## src/kpsd_pkg.sv

```systemverilog
// ----------------------------------------------------------------------------
// Keypad scan package
// Shared types and constants for the keypad scan and debounce core.
// ----------------------------------------------------------------------------
package kpsd_pkg;

  // Configuration register indexes.
  localparam int CFG_IDX_W = 2;
  localparam logic [CFG_IDX_W-1:0] REG_KEYMAP_LOW  = 2'd0;
  localparam logic [CFG_IDX_W-1:0] REG_KEYMAP_HIGH = 2'd1;

  // Default keymap: '1','2','3',Up / '4','5','6',Left / '7','8','9',Down / '0',Esc,Enter,Right.
  localparam logic [63:0] KEYMAP_LOW_RST  = 64'd2681389126241169969;
  localparam logic [63:0] KEYMAP_HIGH_RST = 64'd2813935235823646775;

  // Fixed field widths of the matrix interface.
  localparam int LINE_W  = 4;
  localparam int INDEX_W = 4;
  localparam int CODE_W  = 8;

  // One finished scan tick, handed from the update stage to the result emitter.
  typedef struct packed {
    logic [1:0]        row;
    logic [LINE_W-1:0] drive;
    logic [LINE_W-1:0] mask;
  } tick_t;

endpackage

```

## src/matrix_keypad_scan_debounce_core.sv

```systemverilog
// ----------------------------------------------------------------------------
// Matrix keypad scan and debounce core
// Row-by-row key matrix scanner with per-key debounce and press reporting.
// ----------------------------------------------------------------------------
// Each request is one scan tick carrying the column levels of the row now
// driven. The block takes one tick per clock while in_stall is low; a tick
// gives one result when no key became pressed and one result per newly
// pressed key otherwise, so a tick with n presses holds the result port for
// n results and throttles input through a one-deep tick buffer. A taken tick
// passes the stage register, then the result buffer, before its first result
// is offered; a busy buffer can hold it between. The take edge launches the
// registered read of the row-state RAM; the edge that moves the tick into the
// buffer writes back the debounced row. Rows start out released through
// per-row valid flags, so no clearing pass is needed after reset.
module matrix_keypad_scan_debounce_core #(
  parameter int DEBOUNCE_SAMPLES = 4,
  parameter int ROWS             = 4,
  parameter int COLS             = 4
) (
  input  logic                           clk,
  input  logic                           rst_n,
  input  logic                           cfg_wr_en,
  input  logic [kpsd_pkg::CFG_IDX_W-1:0] cfg_index,
  input  logic [63:0]                    cfg_wr_data,
  input  logic                           in_valid,
  output logic                           in_stall,
  input  logic [kpsd_pkg::LINE_W-1:0]    in_column_levels,
  output logic                           out_valid,
  input  logic                           out_stall,
  output logic [kpsd_pkg::LINE_W-1:0]    out_row_drive,
  output logic                           out_press_valid,
  output logic [kpsd_pkg::INDEX_W-1:0]   out_key_index,
  output logic [kpsd_pkg::CODE_W-1:0]    out_key_code,
  output logic                           out_last_of_tick
);
  import kpsd_pkg::*;

  localparam int ROW_W   = (ROWS > 1) ? $clog2(ROWS) : 1;
  localparam int ENTRY_W = COLS * (DEBOUNCE_SAMPLES + 1);

  logic [63:0]        keymap_low_r;
  logic [63:0]        keymap_high_r;
  logic [ROW_W-1:0]   cur_row_r;
  logic [ROW_W-1:0]   cur_row_nxt;
  logic [ROWS-1:0]    row_vld_r;
  logic               s1_valid_r;
  logic [ROW_W-1:0]   s1_row_r;
  logic [LINE_W-1:0]  s1_lvl_r;
  logic [LINE_W-1:0]  s1_drive_r;
  logic               s1_vld_r;
  logic               s1_hit_r;
  logic [ENTRY_W-1:0] s1_byp_r;
  logic [ENTRY_W-1:0] rd_data;
  logic [ENTRY_W-1:0] entry_old;
  logic [ENTRY_W-1:0] entry_new;
  logic [LINE_W-1:0]  press;
  logic               accept;
  logic               s1_move;
  tick_t              tick;

  // Configuration registers.
  always_ff @(posedge clk) begin
    if (!rst_n) begin
      keymap_low_r  <= KEYMAP_LOW_RST;
      keymap_high_r <= KEYMAP_HIGH_RST;
    end else if (cfg_wr_en) begin
      case (cfg_index)
        REG_KEYMAP_LOW:  keymap_low_r  <= cfg_wr_data;
        REG_KEYMAP_HIGH: keymap_high_r <= cfg_wr_data;
        default: ;
      endcase
    end
  end

  assign accept   = in_valid && !in_stall;
  assign in_stall = s1_valid_r && !s1_move;
  assign cur_row_nxt = (cur_row_r == ROW_W'(ROWS - 1)) ? '0 : cur_row_r + 1'b1;

  // Row-state memory: one entry per row, all columns of that row.
  kpsd_ram #(
    .WIDTH(ENTRY_W),
    .DEPTH(ROWS)
  ) u_ram (
    .clk     (clk),
    .wr_en   (s1_move),
    .wr_addr (s1_row_r),
    .wr_data (entry_new),
    .rd_en   (accept),
    .rd_addr (cur_row_r),
    .rd_data (rd_data)
  );

  // Control: row counter, stage valid and per-row written flags.
  always_ff @(posedge clk) begin
    if (!rst_n) begin
      cur_row_r  <= '0;
      s1_valid_r <= 1'b0;
      row_vld_r  <= '0;
    end else begin
      if (accept) begin
        cur_row_r <= cur_row_nxt;
      end
      if (accept) begin
        s1_valid_r <= 1'b1;
      end else if (s1_move) begin
        s1_valid_r <= 1'b0;
      end
      if (s1_move) begin
        row_vld_r[s1_row_r] <= 1'b1;
      end
    end
  end

  // Stage payload; a write to the row being read is forwarded.
  always_ff @(posedge clk) begin
    if (accept) begin
      s1_row_r   <= cur_row_r;
      s1_lvl_r   <= in_column_levels;
      s1_drive_r <= ~(LINE_W'(1) << cur_row_nxt);
      s1_vld_r   <= row_vld_r[cur_row_r];
      s1_hit_r   <= s1_move && (s1_row_r == cur_row_r);
      s1_byp_r   <= entry_new;
    end
  end

  // A row never written reads as all keys released.
  assign entry_old = s1_hit_r ? s1_byp_r : (s1_vld_r ? rd_data : '1);

  kpsd_update #(
    .COLS             (COLS),
    .DEBOUNCE_SAMPLES (DEBOUNCE_SAMPLES)
  ) u_update (
    .entry_old (entry_old),
    .levels    (s1_lvl_r),
    .entry_new (entry_new),
    .press     (press)
  );

  assign tick.row   = 2'(s1_row_r);
  assign tick.drive = s1_drive_r;
  assign tick.mask  = press;

  kpsd_emit u_emit (
    .clk              (clk),
    .rst_n            (rst_n),
    .tick_valid       (s1_valid_r),
    .tick_in          (tick),
    .tick_take        (s1_move),
    .keymap           ({keymap_high_r, keymap_low_r}),
    .out_valid        (out_valid),
    .out_stall        (out_stall),
    .out_row_drive    (out_row_drive),
    .out_press_valid  (out_press_valid),
    .out_key_index    (out_key_index),
    .out_key_code     (out_key_code),
    .out_last_of_tick (out_last_of_tick)
  );

endmodule

```

## src/kpsd_ram.sv

```systemverilog
// ----------------------------------------------------------------------------
// Generic RAM
// Simple dual-port memory, one write and one registered read port.
// ----------------------------------------------------------------------------
module kpsd_ram #(
  parameter int WIDTH = 8,
  parameter int DEPTH = 4
) (
  input  logic                                   clk,
  input  logic                                   wr_en,
  input  logic [(DEPTH > 1 ? $clog2(DEPTH) : 1)-1:0] wr_addr,
  input  logic [WIDTH-1:0]                       wr_data,
  input  logic                                   rd_en,
  input  logic [(DEPTH > 1 ? $clog2(DEPTH) : 1)-1:0] rd_addr,
  output logic [WIDTH-1:0]                       rd_data
);

  logic [WIDTH-1:0] mem [0:DEPTH-1];

  // Write port.
  always_ff @(posedge clk) begin
    if (wr_en) begin
      mem[wr_addr] <= wr_data;
    end
  end

  // Registered read port; a same-edge write returns the old data.
  always_ff @(posedge clk) begin
    if (rd_en) begin
      rd_data <= mem[rd_addr];
    end
  end

endmodule

```

## src/kpsd_update.sv

```systemverilog
// ----------------------------------------------------------------------------
// Row debounce update
// Shifts one row's column levels into the key histories and finds new presses.
// ----------------------------------------------------------------------------
module kpsd_update #(
  parameter int COLS             = 4,
  parameter int DEBOUNCE_SAMPLES = 4
) (
  input  logic [COLS*(DEBOUNCE_SAMPLES+1)-1:0] entry_old,
  input  logic [kpsd_pkg::LINE_W-1:0]          levels,
  output logic [COLS*(DEBOUNCE_SAMPLES+1)-1:0] entry_new,
  output logic [kpsd_pkg::LINE_W-1:0]          press
);
  import kpsd_pkg::*;

  localparam int EW = DEBOUNCE_SAMPLES + 1;

  // Each column holds a stable-released bit over its sample history.
  always_comb begin
    logic [DEBOUNCE_SAMPLES-1:0] h;
    logic                        released;
    entry_new = '0;
    press     = '0;
    for (int c = 0; c < COLS; c++) begin
      h        = {entry_old[c*EW +: DEBOUNCE_SAMPLES-1], levels[c]};
      released = entry_old[c*EW + DEBOUNCE_SAMPLES];
      if (h == '0) begin
        press[c] = released;
        released = 1'b0;
      end else if (&h) begin
        released = 1'b1;
      end
      entry_new[c*EW +: EW] = {released, h};
    end
  end

endmodule

```

## src/kpsd_emit.sv

```systemverilog
// ----------------------------------------------------------------------------
// Result emitter
// Holds one finished tick and sends its results one per cycle while out_stall is low.
// ----------------------------------------------------------------------------
module kpsd_emit (
  input  logic                         clk,
  input  logic                         rst_n,
  input  logic                         tick_valid,
  input  kpsd_pkg::tick_t              tick_in,
  output logic                         tick_take,
  input  logic [127:0]                 keymap,
  output logic                         out_valid,
  input  logic                         out_stall,
  output logic [kpsd_pkg::LINE_W-1:0]  out_row_drive,
  output logic                         out_press_valid,
  output logic [kpsd_pkg::INDEX_W-1:0] out_key_index,
  output logic [kpsd_pkg::CODE_W-1:0]  out_key_code,
  output logic                         out_last_of_tick
);
  import kpsd_pkg::*;

  logic        buf_valid_r;
  tick_t       buf_r;
  logic [LINE_W-1:0] mask_nxt;
  logic [1:0]  col;
  logic        any;
  logic        out_take;
  logic        free;

  // Pick the lowest pending press column.
  always_comb begin
    col = '0;
    any = 1'b0;
    for (int c = LINE_W - 1; c >= 0; c--) begin
      if (buf_r.mask[c]) begin
        col = 2'(c);
        any = 1'b1;
      end
    end
    mask_nxt = buf_r.mask & ~(LINE_W'(1) << col);
  end

  assign out_valid        = buf_valid_r;
  assign out_row_drive    = buf_r.drive;
  assign out_press_valid  = any;
  assign out_key_index    = any ? {buf_r.row, col} : '0;
  assign out_key_code     = any ? keymap[{buf_r.row, col, 3'b000} +: CODE_W] : '0;
  assign out_last_of_tick = !any || (mask_nxt == '0);

  assign out_take  = buf_valid_r && !out_stall;
  assign free      = !buf_valid_r || (out_take && out_last_of_tick);
  assign tick_take = tick_valid && free;

  // Buffer control: load a new tick when the buffer is empty or the last result of the old one leaves.
  always_ff @(posedge clk) begin
    if (!rst_n) begin
      buf_valid_r <= 1'b0;
    end else if (free) begin
      buf_valid_r <= tick_valid;
    end
  end

  // Buffer payload.
  always_ff @(posedge clk) begin
    if (tick_take) begin
      buf_r <= tick_in;
    end else if (out_take) begin
      buf_r.mask <= mask_nxt;
    end
  end

endmodule

```

## config.mk

```make
export PLATFORM = sky130hd
export DESIGN_NAME = matrix_keypad_scan_debounce_core
export DESIGN_NICKNAME = d
export VERILOG_FILES = /design/src/kpsd_pkg.sv /design/src/matrix_keypad_scan_debounce_core.sv /design/src/kpsd_ram.sv /design/src/kpsd_update.sv /design/src/kpsd_emit.sv
export SDC_FILE = /design/constraint.sdc
export NUM_CORES = 1
export LEC_CHECK = 0
export BUFFER_PORTS_ARGS = -buffer_cell sky130_fd_sc_hd__buf_2
export CAP_MARGIN = 20
export CORE_ASPECT_RATIO = 1.4
export CORE_MARGIN = 2
export CORE_UTILIZATION = 53
export DETAILED_ROUTE_END_ITERATION = 10
export PLACE_DENSITY = 0.8
export SLEW_MARGIN = 20
export SYNTH_ARGS = -nofsm -noshare
export SYNTH_HDL_FRONTEND = slang
export SYNTH_SLANG_ARGS = --single-unit
```

## constraint.sdc

```tcl
create_clock -name clk -period 5.5 [get_ports clk]
set_clock_uncertainty 0.15 [all_clocks]
set_input_delay 1.1 -clock clk [delete_from_list [all_inputs] [get_ports clk]]
set_output_delay 1.1 -clock clk [all_outputs]
set_load 0.05 [all_outputs]
```

==> impl_metrics.toml, run 1 <==
[sta]
min_period_ns = 4.27
post-route-period-util_pct = 77.6
slew_violations = 0
worst_pin_slew_ns = 1.10
finalHoldViolCount = 0
finalSetupViolCount = 0
fmax_mhz = 234
relSlewSlack_pct = 26.3
rsz0062_at_grt = "no"
tns_ns = 0

[route]
dr.pass1.iters = 5
wl_per_cell_um = 19.3
vias = 8145
drc = 0
ant_nets = 0
wl_mm = 26.8
drtIter0Drc = 739
via_per_inst = 5.88

[grt]
grt_max_degree = 74
antenna_found_initial = 4
grt_pass1_wl_mm = 42.0
grtUsageTotal_pct = 24.0
gr-total-overflow = 0
grt_pass1_vias = 8110

[die]
dieArea_um2 = 21900
die_y_um = 174
die_w_um = 126
io_pins = 95
core-area_um2 = 20400
start_util_pct = 53.8
rows = 62

[synthesis]
synth_async_sr_flop_share_pct = 0
synthesis.instances = 1064
synth_edf_count = 118
yosys_warnings = 0
syn_nets = 1143
avgSynthCellArea_um2 = 10.3
synth_cell_types = 54
synthFlopType = "dfxtp_1"
syn_area_um2 = 11000
synth-seq-cells = 254
synth-seq-area-share_pct = 57.1

[layout]
nets = 1189
finalInstanceArea_um2 = 12300
drive_above_1_share_pct = 16.4
area_growth_syn_to_layout_pct = 12.5
layout_commonest_cell = "nand2_1"
mostFrequentLayoutCells = "271 x nand2_1, 136 x dfxtp_1, 118 x edfxtp_1, 93 x buf_2, 74 x a21boi_0"
fillers = 1699

[clock_tree]
ctsResizeCount = 0
tritoncts = "built"
cts_hold_buf = 0
cts-root-buf = "clkbuf_16"
clk_pin_slew_ns = 0.06
cts_buffers = 25
cts_htree_levels = 1
clk_latency_ns = 0.53
cts_buffer_depth = 3
clock_sinks = 254
cts_setup_buffers = 0

[power_and_ir_drop]
p_per_area_nw_per_um2 = 359
leakage_nw = 4.51
peakVddDrop_mv = 0.320

[placed_design]
io_buffers = 94
dpl.hpwl_mm = 17.4
place_area_um2 = 11500
gp_routability_congestion = 0.941

[worst_setup_path]
path_class = "flip-flop to output port"
critical_path_required_ns = 4.25
worstPathArrival_ns = 3.02
setup.worst_path.start_class = "flip-flop"
crit_fanout = 31
critPathCaptureType = "output port"

[status]
status = "finished, final reports clean"

[min_path]
worstHoldPathType = "flip-flop to flip-flop"

[run]
drv_cap = 0
==> through the flow <==
| step | instances | util (%) | power (mW) | hold slack [ns] | worst slack (ns) |
|---|---|---|---|---|---|
| 2_1_floorplan | 1064 | - | 2.56 | 0.250 | 2.09 |
| 3_3_place_gp | 1339 | 56.4 | 2.70 | 0.251 | 1.86 |
| 3_5_place_dp | 1339 | 56.4 | 2.72 | 0.264 | 1.77 |
| 4_1_cts | 1385 | 60.5 | 4.45 | 0.278 | 1.21 |
| 5_1_grt | 1385 | 60.5 | 4.58 | 0.281 | 1.04 |
| 6_report | 1386 | 60.5 | 4.43 | 0.277 | 1.23 |
==> layout make-up <==
class | count | area [um2] | area share (%)
clock buffers | 31 | 658 | 5.33
diodes | 1 | 2.50 | 0.0203
well taps | 256 | 320 | 2.59
clock inverters | 15 | 183 | 1.48
flip-flops and latches | 254 | 6270 | 50.7
inverters | 25 | 93.8 | 0.760
multi-input cells | 695 | 4240 | 34.3
repair buffers | 109 | 586 | 4.74
==> critical path, stage by stage (launching register included) <==
cell      delay (ns)
edfxtp_1        0.71
buf_4           0.38
or2_4           0.36
o32ai_1         0.33
a22oi_1         0.16
o22ai_1         0.24
buf_2           0.32
==> kinds of logic after synthesis <==
family | Yosys count | synth area share, %
and+or+nand+nor | 424 | 17.8
muxes | 24 | 4.13
adders and majority gates | 4 | 0.456
DFF | 254 | 57.1
xor gates and xnor gates | 2 | 0.160
buffers and inverters | 115 | 4.63
AOI/OAI and AO/OA | 241 | 15.7
==> worst paths after layout <==
kind | from | slack [ns] | cells past startpoint | endpoint
setup / recovery | u_emit.buf_r[1]$_DFFE_PP_ | 1.23 | 6 | out_key_code[3]
hold / removal | s1_drive_r[2]$_DFFE_PP_ | 0.28 | 0 | u_emit.out_row_drive[2]$_DFFE_PP_
setup reg to reg | u_emit.buf_r[1]$_DFFE_PP_ | 2.00 | 5 | u_ram.mem[1][5]$_DFFE_PP_
hold reg to reg | s1_drive_r[2]$_DFFE_PP_ | 0.28 | 0 | u_emit.out_row_drive[2]$_DFFE_PP_
==> per-layer routing <==
metal | track usage, % | vias up | share of wire, %
met2 | 42.9 | 284 | 51
met1 | 27.3 | 3901 | 37
met3 | 4.12 | 91 | 5.8
met4 | 12.6 | 6 | 5.8
met5 | 0 | - | 0.15
li1 | - | 3863 | -
==> flip-flops by register name, indices dropped and copies added (netlist names), 2 cells and up <==
signal,cells
s1_byp_r,16
cur_row_r,2
s1_lvl_r,4
s1_row_r,2
u_emit.out_row_drive,4
keymap_low_r,64
keymap_high_r,64
u_emit.buf_r,6
u_ram.rd_data,16
row_vld_r,4
s1_drive_r,4
u_ram.mem,64
==> cells in the mapped netlist (all sizes together) (4+ instances only) <==
| library cell | number | area, um2 |
|---|---|---|
| o32ai | 26 | 228 |
| a31oi | 5 | 31.3 |
| o21ai | 11 | 66.3 |
| a22oi | 12 | 90.1 |
| o31ai | 7 | 52.6 |
| o22ai | 21 | 131 |
| nand2b | 4 | 32.5 |
| nand2 | 272 | 1020 |
| nor2b | 29 | 181 |
| nand3 | 57 | 285 |
| ha | 4 | 50.1 |
| nor3b | 32 | 245 |
| dfxtp | 136 | 2720 |
| inv | 24 | 90.1 |
| nor3 | 5 | 36.3 |
| edfxtp | 118 | 3540 |
| a211oi | 4 | 30.0 |
| a21boi | 74 | 556 |
| a21o | 4 | 30.0 |
| o21bai | 27 | 203 |
| mux4 | 17 | 383 |
| a21oi | 34 | 170 |
| clkbuf | 51 | 193 |
| buf | 39 | 221 |
| nor2 | 11 | 41.3 |
| o211ai | 5 | 37.5 |
| mux2i | 7 | 70.1 |
==> power breakdown <==
| part | internal (mW) | total (mW) | switching (mW) |
|---|---|---|---|
| clock | 1.04 | 1.75 | 0.709 |
| combinational | 0.193 | 0.537 | 0.344 |
| sequential | 2.08 | 2.14 | 0.0675 |
| total | 3.31 | 4.43 | 1.12 |
Note: power is estimated with default switching activity, not from simulation.
==> inputs of run 2 (changes only) <==
Settings changed: PLACE_DENSITY 0.8 to 0.83.
Clock period 5.5 ns to 3.47 ns, I/O delays scaled along.
==> impl_metrics.toml, run 2 (synthesis results as in run 1) <==
[layout]
layout_commonest_cell = "nand2_1"
instances_no_fill = 1394
finalInstanceArea_um2 = 12400
antennaDiodeCount = 0
nets = 1199
area_growth_syn_to_layout_pct = 13.4
mostFrequentLayoutCells = "271 x nand2_1, 135 x dfxtp_1, 118 x edfxtp_1, 92 x buf_2, 74 x a21boi_0"
drive_above_1_share_pct = 17.3
reg_top3 = "keymap_high_r (64), keymap_low_r (64), u_ram.mem (64)"

[route]
wl_mm = 26.6
drc = 0
wl_per_cell_um = 19.1
dr.pass1.iters = 5
via_per_inst = 5.95
top_layer_used = "met4"
vias = 8297
wl_met2_mm = 13.1
dr_wl_met3_mm = 1.74
wl_met1_mm = 10.2
ant_nets = 0
drtIter0Drc = 847

[worst_setup_path]
path_class = "flip-flop to output port"
worstPathArrival_ns = 2.65
crit_path_max_incr_delay_ns = 0.48
critical_path_required_ns = 2.63
crit_start = "u_emit.buf_r[1]$_DFFE_PP_"
setup.worst_path.start_class = "flip-flop"
crit_fanout = 18
critPathCaptureType = "output port"
timing.rr.start = "u_emit.buf_r[1]$_DFFE_PP_"
worstPathCellList = "buf_4, nand2b_4, o32ai_1, a21oi_1, a32oi_1, clkbuf_4"
crit_slowest_cell = "edfxtp_1"

[power_and_ir_drop]
p_per_area_nw_per_um2 = 554
leakage_nw = 4.55
p_sw_mw = 1.77
peakVddDrop_mv = 0.457
p_comb_share_pct = 12.9
p_seq_share_pct = 49.1
p_int_mw = 5.12
clock_power_share_pct = 38.0
switching_share_pct = 25.7

[status]
violations = "setup timing"
status = "finished with violations"

[sta]
slew_violations = 0
fmax_mhz = 286
relSlewSlack_pct = 42.1
worst_pin_slew_ns = 0.869
rsz0062_at_grt = "yes"
post-route-period-util_pct = 101
layout_setup_ws_ns = -0.0211
finalHoldViolCount = 0
finalSetupViolCount = 2
tns_ns = -0.0339
min_period_ns = 3.49

[placed_design]
io_buffers = 94
dp.cells = 1346
place_area_um2 = 11600
gp_routability_congestion = 0.885
dpl.hpwl_mm = 17.1

[grt]
grt_max_degree = 66
grt_pass1_vias = 8175
grtUsageTotal_pct = 23.7
grt_pass1_wl_mm = 41.9
gr-total-overflow = 0
antenna_found_initial = 0

[die]
die_w_um = 126
io_pins = 95
dieArea_um2 = 21900
core-area_um2 = 20400
rows = 62
die_y_um = 174
start_util_pct = 53.8

[clock_tree]
clk_latency_ns = 0.53
clock_sinks = 254
cts_hold_buf = 0
clk_pin_slew_ns = 0.07
tritoncts = "built"
cts_buffers = 24
cts-root-buf = "clkbuf_16"
cts_buffer_depth = 3
cts_htree_levels = 1

[run]
drv_cap = 0

[min_path]
hold_start = "in_column_levels[3]"
worstHoldPathType = "input port to flip-flop"
-- run 2: cell types whose count changed in the layout (fill, tap and decap cells not counted), moves of 2 or more --
cell,previous run,this run
clkinv_1,4,1
nor3b_4,2,0
o32ai_2,0,2
clkinvlp_4,1,3
clkbuf_1,5,7
o32ai_1,26,24
bufinv_16,4,2
buf_12,0,5
buf_4,16,20
inv_6,2,0
nor3b_2,1,3
-- run 2: timing repair --
action,CTS,global route
setup buffers,2,2
gates resized for setup,2,2
setup endpoints to repair,6,8
-- run 2: per-stage QoR --
| step | power [mW] | util [%] | hold WS [ns] | setup slack, ns |
|---|---|---|---|---|
| floorplan | 4.05 | - | 0.250 | 0.461 |
| global placement | 4.29 | 56.9 | 0.251 | 0.498 |
| detailed placement | 4.32 | 56.9 | 0.256 | 0.492 |
| CTS | 6.92 | 60.9 | 0.178 | 0.00478 |
| global route | 7.13 | 61.0 | 0.177 | -0.0905 |
| finish | 6.89 | 61.0 | 0.197 | -0.0211 |
-- run 2: critical path, delay by kind of cell, from the launching register on --
kind	cells	cell delay, ns
AO/OA/AOI/OAI	3	0.85
AND/OR/NAND/NOR	1	0.22
buffers and inverters	2	0.56
flip-flops	1	0.48
-- run 2: final cells by class --
type                       count  area [um2]
sequential                   254        6270
clock buffer                  33         666
timing repair buffer         120         734
inverter                      25        93.8
tap                          256         320
clock inverter                11         124
multi-input combinational    695        4240
fill                        1637        7960
-- run 2: power by group through the flow --
stage	registers, mW	clock network (mW)	logic [mW]
after detailed placement	3.45	0	0.870
after CTS	3.38	2.65	0.880
final	3.38	2.62	0.889
after global placement	3.44	0	0.846
after global routing	3.40	2.77	0.964
after floorplan	3.40	0	0.645
-- run 2: final timing paths --
path | to | slack, ns | depth (start not counted)
min reg2reg | u_emit.out_row_drive[3]$_DFFE_PP_ | 0.28 | 0
max | out_key_code[6] | -0.02 | 6
max reg2reg | u_ram.mem[2][9]$_DFFE_PP_ | 0.74 | 6
min | s1_lvl_r[3]$_DFFE_PP_ | 0.20 | 1
-- run 2: per-layer routing --
layer	vias up	global-route usage, %
met2	349	40.5
li1	3881	-
met4	0	12.7
met3	94	3.45
met1	3973	28.8
met5	-	0
